--- config.mk ---
export PLATFORM = sky130hd
export DESIGN_NAME = remote_code_pulse_width_transmitter
export DESIGN_NICKNAME = d
export VERILOG_FILES = /design/src/rcpwt_pkg.sv /design/src/remote_code_pulse_width_transmitter.sv
export SDC_FILE = /design/constraint.sdc
export NUM_CORES = 1
export LEC_CHECK = 0
export BUFFER_PORTS_ARGS = -buffer_cell sky130_fd_sc_hd__clkbuf_2
export CELL_PAD_IN_SITES_DETAIL_PLACEMENT = 1
export CELL_PAD_IN_SITES_GLOBAL_PLACEMENT = 2
export CORE_ASPECT_RATIO = 2
export CORE_MARGIN = 8
export CORE_UTILIZATION = 41
export DETAILED_ROUTE_END_ITERATION = 16
export GPL_ROUTABILITY_DRIVEN = 0
export PLACE_DENSITY = 0.94
export SYNTH_ARGS = -nofsm -noshare
export SYNTH_HDL_FRONTEND = slang
export SYNTH_SLANG_ARGS = --single-unit
export TNS_END_PERCENT = 50
--- constraint.sdc ---
create_clock -name clock -period 7.81 [get_ports clock]
set_clock_uncertainty 0.1 [all_clocks]
set_input_delay 1.562 -clock clock [delete_from_list [all_inputs] [get_ports clock]]
set_output_delay 1.562 -clock clock [all_outputs]
set_load 0.03 [all_outputs]
--- src/rcpwt_pkg.sv ---
// Shared constants, types and helper functions for the pulse-width remote code transmitter.
// No dependencies; imported by remote_code_pulse_width_transmitter.

package rcpwt_pkg;

   // Code word layout: high word, low word, appended zero bit.
   localparam int HIGH_BITS       = 32;
   localparam int LOW_BITS        = 24;
   localparam int TOTAL_BITS      = HIGH_BITS + LOW_BITS;
   localparam int BIT_INDEX_WIDTH = $clog2(TOTAL_BITS);

   // Configuration port.
   localparam int CSR_DATA_WIDTH  = 8;
   localparam int CSR_INDEX_WIDTH = 2;

   // Register reset values.
   localparam logic [7:0] PREAMBLE_PULSES_RESET  = 8'd48;
   localparam logic [3:0] REPEAT_COUNT_RESET     = 4'd4;
   localparam logic [3:0] START_HIGH_UNITS_RESET = 4'd4;
   localparam logic [7:0] GAP_UNITS_RESET        = 8'd36;

   // Number of units in one code bit symbol is three; the last unit index is two.
   localparam logic [8:0] BIT_LAST_UNIT = 9'd2;

   typedef enum logic [CSR_INDEX_WIDTH-1:0] {
      CSR_PREAMBLE_PULSES  = 2'd0,
      CSR_REPEAT_COUNT     = 2'd1,
      CSR_START_HIGH_UNITS = 2'd2,
      CSR_GAP_UNITS        = 2'd3
   } csr_index_type;

   typedef enum logic [2:0] {
      PHASE_IDLE  = 3'd0,
      PHASE_PRE   = 3'd1,
      PHASE_START = 3'd2,
      PHASE_BITS  = 3'd3,
      PHASE_GAP   = 3'd4
   } phase_type;

   // A count or length of zero behaves as one.
   function automatic logic [7:0] at_least_one(input logic [7:0] value);
      at_least_one = (value == 8'd0) ? 8'd1 : value;
   endfunction

endpackage

--- src/remote_code_pulse_width_transmitter.sv ---
// Top level of the pulse-width remote code transmitter: frame sequencer and result register.
// Depends on rcpwt_pkg for constants, the phase type and register indexes.
//
// Usage:
//   The req_ channel carries one beat per protocol time unit (req_mode = 0) or a
//   start request (req_mode = 1) with the code words in req_code_high and
//   req_code_low. A start is taken only while idle; a start while busy is ignored.
//   Every request beat yields exactly one rsp_ beat with the line level for that
//   unit, the busy flag and the done flag for the last unit of the last frame.
//   The response beat is registered and valid in the cycle after the request is
//   accepted. Throughput is one beat per cycle while rsp_ready is high; the
//   sequencer step is a single pass of counter compares between the state registers
//   and the response register. req_ready is high while the response register is empty
//   or being drained in the same cycle, so a stalled receiver holds the response beat
//   and blocks the next request beat only for as long as it stalls.
//   The csr_ port writes one register per cycle with csr_we; the registers are read
//   live, so a write changes the transmission from the next beat on. Reset is
//   synchronous: it returns the sequencer to idle, empties the response register
//   and restores the register defaults
//   (48 preamble pulses, 4 frames, 4 start units, 36 gap units).

module remote_code_pulse_width_transmitter
   import rcpwt_pkg::*;
(
   input  logic                       clock,
   input  logic                       reset,
   // Request channel.
   input  logic                       req_valid,
   output logic                       req_ready,
   input  logic                       req_mode,
   input  logic [HIGH_BITS-1:0]       req_code_high,
   input  logic [LOW_BITS-2:0]        req_code_low,
   // Response channel.
   output logic                       rsp_valid,
   input  logic                       rsp_ready,
   output logic                       rsp_line_level,
   output logic                       rsp_busy_res,
   output logic                       rsp_done_res,
   // Configuration write port.
   input  logic                       csr_we,
   input  logic [CSR_INDEX_WIDTH-1:0] csr_index,
   input  logic [CSR_DATA_WIDTH-1:0]  csr_wdata
);

   // Configuration registers.
   logic [7:0] preamble_pulses_ff;
   logic [3:0] repeat_count_ff;
   logic [3:0] start_high_units_ff;
   logic [7:0] gap_units_ff;

   // Sequencer state.
   phase_type                  phase_ff, phase_in;
   logic [7:0]                 unit_counter_ff, unit_counter_in;
   logic [7:0]                 pulse_counter_ff, pulse_counter_in;
   logic [BIT_INDEX_WIDTH-1:0] bit_index_ff, bit_index_in;
   logic [3:0]                 repeat_counter_ff, repeat_counter_in;
   logic [TOTAL_BITS-1:0]      code_ff, code_in;

   // Response register.
   logic rsp_valid_ff, rsp_valid_in;
   logic line_level_ff, line_level_in;
   logic busy_ff, busy_in;
   logic done_ff, done_in;

   // Helper values for the sequencer step.
   logic                     req_accept;
   logic [8:0]               unit_plus_one;
   logic [8:0]               pulse_plus_one;
   logic [BIT_INDEX_WIDTH:0] bit_index_plus_one;
   logic [4:0]               repeat_plus_one;
   logic [8:0]               unit_wide;
   logic [8:0]               preamble_limit;
   logic [8:0]               start_limit;
   logic [8:0]               gap_limit;
   logic [4:0]               repeat_limit;
   logic                     current_bit;
   logic [8:0]               bit_high_len;

   // Handshake: the response register is free or drains this cycle.
   assign req_ready  = !rsp_valid_ff || rsp_ready;
   assign req_accept = req_valid && req_ready;

   assign unit_plus_one      = {1'b0, unit_counter_ff} + 9'd1;
   assign pulse_plus_one     = {1'b0, pulse_counter_ff} + 9'd1;
   assign bit_index_plus_one = {1'b0, bit_index_ff} + {{BIT_INDEX_WIDTH{1'b0}}, 1'b1};
   assign repeat_plus_one    = {1'b0, repeat_counter_ff} + 5'd1;
   assign unit_wide          = {1'b0, unit_counter_ff};
   assign preamble_limit     = {1'b0, at_least_one(preamble_pulses_ff)};
   assign start_limit        = {1'b0, at_least_one({4'd0, start_high_units_ff})};
   assign gap_limit          = {1'b0, at_least_one(gap_units_ff)};
   assign repeat_limit       = 5'(at_least_one({4'd0, repeat_count_ff}));

   // The code register rotates left once per finished bit, so the bit on air is the MSB
   // and the word is back in place after a full frame.
   assign current_bit  = code_ff[TOTAL_BITS-1];
   assign bit_high_len = current_bit ? 9'd1 : 9'd2;

   // Next state of the sequencer for one accepted beat.
   always_comb begin
      phase_in          = phase_ff;
      unit_counter_in   = unit_counter_ff;
      pulse_counter_in  = pulse_counter_ff;
      bit_index_in      = bit_index_ff;
      repeat_counter_in = repeat_counter_ff;
      code_in           = code_ff;
      if (req_accept) begin
         if (req_mode) begin
            if (phase_ff == PHASE_IDLE) begin
               code_in           = {req_code_high, req_code_low, 1'b0};
               unit_counter_in   = 8'd0;
               pulse_counter_in  = 8'd0;
               bit_index_in      = '0;
               repeat_counter_in = 4'd0;
               phase_in          = PHASE_PRE;
            end
         end else begin
            case (phase_ff)
               PHASE_PRE: begin
                  if (unit_counter_ff == 8'd0) begin
                     unit_counter_in = 8'd1;
                  end else begin
                     unit_counter_in = 8'd0;
                     if (pulse_plus_one >= preamble_limit) begin
                        pulse_counter_in = 8'd0;
                        phase_in         = PHASE_START;
                     end else begin
                        pulse_counter_in = pulse_plus_one[7:0];
                     end
                  end
               end
               PHASE_START: begin
                  if (unit_wide >= start_limit) begin
                     unit_counter_in = 8'd0;
                     bit_index_in    = '0;
                     phase_in        = PHASE_BITS;
                  end else begin
                     unit_counter_in = unit_plus_one[7:0];
                  end
               end
               PHASE_BITS: begin
                  if (unit_wide >= BIT_LAST_UNIT) begin
                     unit_counter_in = 8'd0;
                     code_in         = {code_ff[TOTAL_BITS-2:0], code_ff[TOTAL_BITS-1]};
                     if (bit_index_plus_one >= (BIT_INDEX_WIDTH+1)'(TOTAL_BITS)) begin
                        bit_index_in = '0;
                        phase_in     = PHASE_GAP;
                     end else begin
                        bit_index_in = bit_index_plus_one[BIT_INDEX_WIDTH-1:0];
                     end
                  end else begin
                     unit_counter_in = unit_plus_one[7:0];
                  end
               end
               PHASE_GAP: begin
                  if (unit_plus_one >= gap_limit) begin
                     unit_counter_in = 8'd0;
                     if (repeat_plus_one >= repeat_limit) begin
                        repeat_counter_in = 4'd0;
                        phase_in          = PHASE_IDLE;
                     end else begin
                        repeat_counter_in = repeat_plus_one[3:0];
                        phase_in          = PHASE_PRE;
                     end
                  end else begin
                     unit_counter_in = unit_plus_one[7:0];
                  end
               end
               default: begin
                  phase_in = PHASE_IDLE;
               end
            endcase
         end
      end
   end

   // Result of one accepted beat, and the response register handshake.
   always_comb begin
      line_level_in = line_level_ff;
      busy_in       = busy_ff;
      done_in       = done_ff;
      rsp_valid_in  = rsp_valid_ff && !rsp_ready;
      if (req_accept) begin
         rsp_valid_in  = 1'b1;
         line_level_in = 1'b0;
         done_in       = 1'b0;
         if (req_mode) begin
            // A start always leaves a transmission in progress.
            busy_in = 1'b1;
         end else begin
            busy_in = (phase_ff != PHASE_IDLE);
            case (phase_ff)
               PHASE_PRE: begin
                  line_level_in = (unit_counter_ff == 8'd0);
               end
               PHASE_START: begin
                  line_level_in = (unit_wide < start_limit);
               end
               PHASE_BITS: begin
                  line_level_in = (unit_wide < bit_high_len);
               end
               PHASE_GAP: begin
                  done_in = (unit_plus_one >= gap_limit) && (repeat_plus_one >= repeat_limit);
               end
               default: begin
                  line_level_in = 1'b0;
               end
            endcase
         end
      end
   end

   // Configuration registers.
   always_ff @(posedge clock) begin
      if (reset) begin
         preamble_pulses_ff  <= PREAMBLE_PULSES_RESET;
         repeat_count_ff     <= REPEAT_COUNT_RESET;
         start_high_units_ff <= START_HIGH_UNITS_RESET;
         gap_units_ff        <= GAP_UNITS_RESET;
      end else if (csr_we) begin
         case (csr_index_type'(csr_index))
            CSR_PREAMBLE_PULSES:  preamble_pulses_ff  <= csr_wdata[7:0];
            CSR_REPEAT_COUNT:     repeat_count_ff     <= csr_wdata[3:0];
            CSR_START_HIGH_UNITS: start_high_units_ff <= csr_wdata[3:0];
            CSR_GAP_UNITS:        gap_units_ff        <= csr_wdata[7:0];
            default: begin
               preamble_pulses_ff <= preamble_pulses_ff;
            end
         endcase
      end
   end

   // Sequencer control state.
   always_ff @(posedge clock) begin
      if (reset) begin
         phase_ff          <= PHASE_IDLE;
         unit_counter_ff   <= 8'd0;
         pulse_counter_ff  <= 8'd0;
         bit_index_ff      <= '0;
         repeat_counter_ff <= 4'd0;
         rsp_valid_ff      <= 1'b0;
      end else begin
         phase_ff          <= phase_in;
         unit_counter_ff   <= unit_counter_in;
         pulse_counter_ff  <= pulse_counter_in;
         bit_index_ff      <= bit_index_in;
         repeat_counter_ff <= repeat_counter_in;
         rsp_valid_ff      <= rsp_valid_in;
      end
   end

   // Code word and response payload.
   always_ff @(posedge clock) begin
      code_ff       <= code_in;
      line_level_ff <= line_level_in;
      busy_ff       <= busy_in;
      done_ff       <= done_in;
   end

   assign rsp_valid      = rsp_valid_ff;
   assign rsp_line_level = line_level_ff;
   assign rsp_busy_res   = busy_ff;
   assign rsp_done_res   = done_ff;

endmodule

* Yosys cells after proc, flatten, opt, wreduce, memory -nomap -nowiden *
Cells that the tools add are included.
W data, S select, Z words.

storage, ports and cells
  output and inout bits = 5
  flip-flop bits (word level) = 113
  memories kept = 0
  bits of input ports = 71
  latch bits = 0
  memory bits (read-only) = 0
  memory bits (writable) = 0

cells by class
  equality and inequality tests = 15
  bitwise gates (word level) = 1
  multiplexer cells = 43
  magnitude comparators = 8
  reduce and logical (&&, ||, !) cells = 32
  div/mod/pow operators = 0
  $mul = 0
  shift-type cells = 0
  $add $sub $neg = 4

operators by type and width
  cell                   count
  $mux W56               4
  $mux W8                11
  $pmux W8 S4            1
  $mux W6                5
  $mux W4                7
  $logic_not A8 Y1       3
  $mux W3                8
  $add A8 B1 Y9 const B  2
  $ge A9 B8 Y1           2
  $ne A3 B3 Y1 const B   6
  $pmux W3 S4            1
  $pmux W6 S2            1
  $reduce_and A4 Y1      3
  $reduce_bool A2 Y1     5
  $ge A8 B2 Y1 const B   1
  $ge A8 B4 Y1           1
  $logic_not A4 Y1       2
  $lt A8 B2 Y1           1
  $lt A8 B4 Y1           1
  $reduce_and A2 Y1      4
  $reduce_and A8 Y1      1
  $add A6 B1 Y7 const B  1
  $ge A7 B6 Y1 const B   1
  $eq A3 B2 Y1 const B   2
  other kinds (22)       29

* Logic depth before layout (Yosys ltp) *
  depth in word-level cells = 7
  gate-level depth with buffers = 12
  depth with buffers taken out = 12

* Worst setup path before layout *
OpenSTA, ideal clock, no wires.

  path kind = input to register
  from = in rsp_ready
  to = reg code_ff[0] (enable)
  path slack = 2315 ps
  arrival = 4906 ps
  required time = 7222 ps
  path buffers = 0
  cell stages on the path = 3
  cells stage by stage = nand2b_1 -> nand2_1 -> a21oi_1

on the way
  cells in the longest elaborated chain, start to end = 3

ends and longest elaborated chain
  element                             RTL line                                    source
  start, declared                     remote_code_pulse_width_transmitter.sv:35   input logic rsp_ready,
  $logic_or A1 B1 Y1                  remote_code_pulse_width_transmitter.sv:80   assign req_ready = !rsp_valid_ff || rsp_ready;
  $logic_and A1 B1 Y1                 remote_code_pulse_width_transmitter.sv:81   assign req_accept = req_valid && req_ready;
  $reduce_and A4 Y1 (no source line)  -
  end signal, assigned                remote_code_pulse_width_transmitter.sv:253  code_ff <= code_in;
  end, declared                       remote_code_pulse_width_transmitter.sv:57   logic [TOTAL_BITS-1:0] code_ff, code_in;

No other way between the ends.
A chain may end at the register's enable or synchronous reset.

* Worst setup path after layout *
  from = in rsp_ready
  to = out req_ready

on the way
  cells in the longest elaborated chain, start to end = 1

ends and longest elaborated chain
  element             RTL line                                   source
  $logic_or A1 B1 Y1  remote_code_pulse_width_transmitter.sv:80
  end, declared       remote_code_pulse_width_transmitter.sv:29  output logic req_ready,

No other way between the ends.

==> run metrics <==
number of flops mapped to enable cells by yosys 59; clock root cell clkbuf_16; cts repair resizes 0; DIE AREA 18900 µm²; GR Util All Layers 18.1%; mux contribution to synthesized area 12.1%; Hold Path Depth 2; Leak 0.00295 µW; die width 101 µm; drc violations 0; cell mode on critical path clkbuf_2; Max stage delay on crit path 200 ps; library cells used by synthesis 68; routed wire length 16100 µm; Starting Density 41.7%; CTS Buf Count 17; Slew @ Worst Pin 857 ps; final hold violations 0; reg2reg path depth 11; CTS tree yes; worst vdd ir 0.235 mV; core area 14300 µm²; Worst Path Max Fanout 4; Top Ports 76; Rows 62; TritonRoute pass-1 iters 4; Synth Warn # 0; Top delay family on crit path buffers and inverters; post-synthesis compound-gate area fraction 12.1%; vias per inst 5.40; worst min-delay path class reg2reg; flop-to-flop setup slack 4210 ps; post-synth top area cell edfxtp_1; R2R Path End repeat_counter_ff[2]; period utilisation layout 47.1%; clock tree buffer depth 2; CP Data Arrival Time 2020 ps; pin count of the biggest net entering global routing 74; CP Cell Sequence clkbuf_2, nand2b_1, clkbuf_2; share of cells above drive strength 1 28.3%; Synth Area in Simple Gates 16.9%; Die Span Y 186 µm; Post-Route Utilization 50.2%; via count 4594; n_diodes 0; H-tree Lvls 4; initial DRC count 120; Mapped Area 5950 µm²; total global routing overflow 0; main combinational cell family by area after synthesis simple AND/OR/NAND/NOR gates; initial antenna violation count 0; post-CTS setup buffers 0; Mapped Avg Cell Area 10.6 µm²; Skew-Pair Late Insertion Delay 430 ps; clock sink total 113; Primary FF master, synth edfxtp_1; Placed Cells 818; Setup crit start kind primary input; dpl hpwl 12000 µm; Synth async-reset ratio 0%; fmax 0.272 GHz; post-synth top area share 29.8%; FF+latch count, synth 113; setup slack after placement 3870 ps; Slew Viols, Final 0; RSZ-0062 raised after global routing no; register area share after synthesis 47.9%; Pwr Total 1610 µW; slowest CP cell clkbuf_2; Synth Area in Adders 6.52%; Crit Path Class in2out; number of global-route vias before repair 5133; final non-filler cell total 850; CP Data Required Time 6150 ps; setup_tns 0 ps; top post-synthesis cells by area edfxtp_1 30%, dfxtp_1 18%, mux2_2 10%; average wire per standard cell 18.9 µm; Hold Startpoint gap_units_ff[6]; Worst slew margin 42.8%; worst setup path start rsp_ready; CP endpoint kind output pin; Setup Viol. Count Final 0; hold buffers post-CTS 0; Reg clk slew, reported paths 60 ps; port bufs 75; Area Growth Syn to Fin 20.4%; Final #Nets 747; Hold Path End gap_units_ff[6]; syn nets 666; Antenna Nets Post-Route 0; Post-Synth XOR/XNOR Area 1.18%; status complete, no violations; Gate Count Post-Synth 564; Cell Pwr Density 224 nW/µm²; Critical R2R Launch unit_counter_ff[1]; first-pass GRT wire length 26200 µm; Worst Path Buf+Inv 2; PnR worst setup slack 4130 ps; total of max-cap violations 0; Final min period 3680 ps
==> tightest hold or removal path, stage by stage (launching register included) <==
cell and delay (ps):
dfxtp_1 310, nand2_1 60, a21oi_1 50
==> per-layer routing <==
| metal | wire length, µm | vias up | global-route usage, % | part of all wire [%] |
|---|---|---|---|---|
| li1 | - | 2226 | - | - |
| met1 | 5550 | 2247 | 15.9 | 34 |
| met2 | 9380 | 88 | 34.6 | 58 |
| met3 | 663 | 33 | 5.37 | 4.1 |
| met4 | 508 | 0 | 9.19 | 3.2 |
| met5 | 0 | - | 0 | 0 |
==> worst max-delay path by stage <==
stage	to	slack, ps	cells after the start
after global routing	unit_counter_ff[0]	3990	11
after floorplan	code_ff[0]	2320	3
after global placement	code_ff[11]	3920	7
after CTS	req_ready	4120	3
final	req_ready	4130	3
after detailed placement	code_ff[12]	3870	7
==> metrics by stage <==
stage          hold WS [ps]  instance area, µm²
6_report                370                7170
5_1_grt                 399                7170
4_1_cts                 369                7170
3_5_place_dp            358                6540
3_3_place_gp            346                6540
2_1_floorplan           336                5950
==> report_power, final <==
group	total (µW)	switching, µW	internal, µW
combinational	118	65.3	52.3
sequential	662	9.54	653
clock	826	279	547
==> logic make-up after synthesis <==
kind of cell,count (synthesis)
simple gates,194
compound gates,102
buf+inv,51
xor+xnor,8
mux,65
fa+ha+maj,31
flops,113
==> cell usage in the layout (no fill, tap or decap), types with 17 or more instances in the layout <==
cell type  synthesis  final
mux2_2            55     55
clkbuf_2           0     75
nor2_1            48     48
inv_1             33     33
clkbuf_16          0     17
edfxtp_1          59     59
nand2_1           61     61
a21oi_1           25     24
dfxtp_1           54     54
ha_1              31     31
==> synth_stat cells, types with 4 or more instances <==
master / instances
nand2_1: 61
edfxtp_1: 59
mux2_2: 55
dfxtp_1: 54
nor2_1: 48
inv_1: 33
ha_1: 31
a21oi_1: 25
clkbuf_1: 13
o21ai_0: 13
nand3_1: 11
mux2i_1: 10
o211ai_1: 10
and3_1: 9
nor2b_1: 9
or2_2: 7
and2_1: 6
nor3b_1: 6
nand2b_1: 5
nor3_1: 5
nor4_1: 5
nand3b_1: 4
o21ai_1: 4
or3_1: 4
xnor2_1: 4
xor2_1: 4
==> sequential cells by signal, summed over array words and instances (netlist names), 3 cells and up <==
register and flops:
bit_index_ff 6, preamble_pulses_ff 8, gap_units_ff 8, code_ff 56
phase_ff 3, repeat_counter_ff 4, repeat_count_ff 4, start_high_units_ff 4
unit_counter_ff 8, pulse_counter_ff 8
==> layout make-up <==
class                   count  area [µm²]
clock buffers              21         460
clock inverters            11         161
fillers                  1578        7110
inverters                  33         124
multi-input cells         400        2910
flip-flops and latches    113        2850
well taps                 192         240
repair buffers             80         413
(Power assumes the default switching activity.)
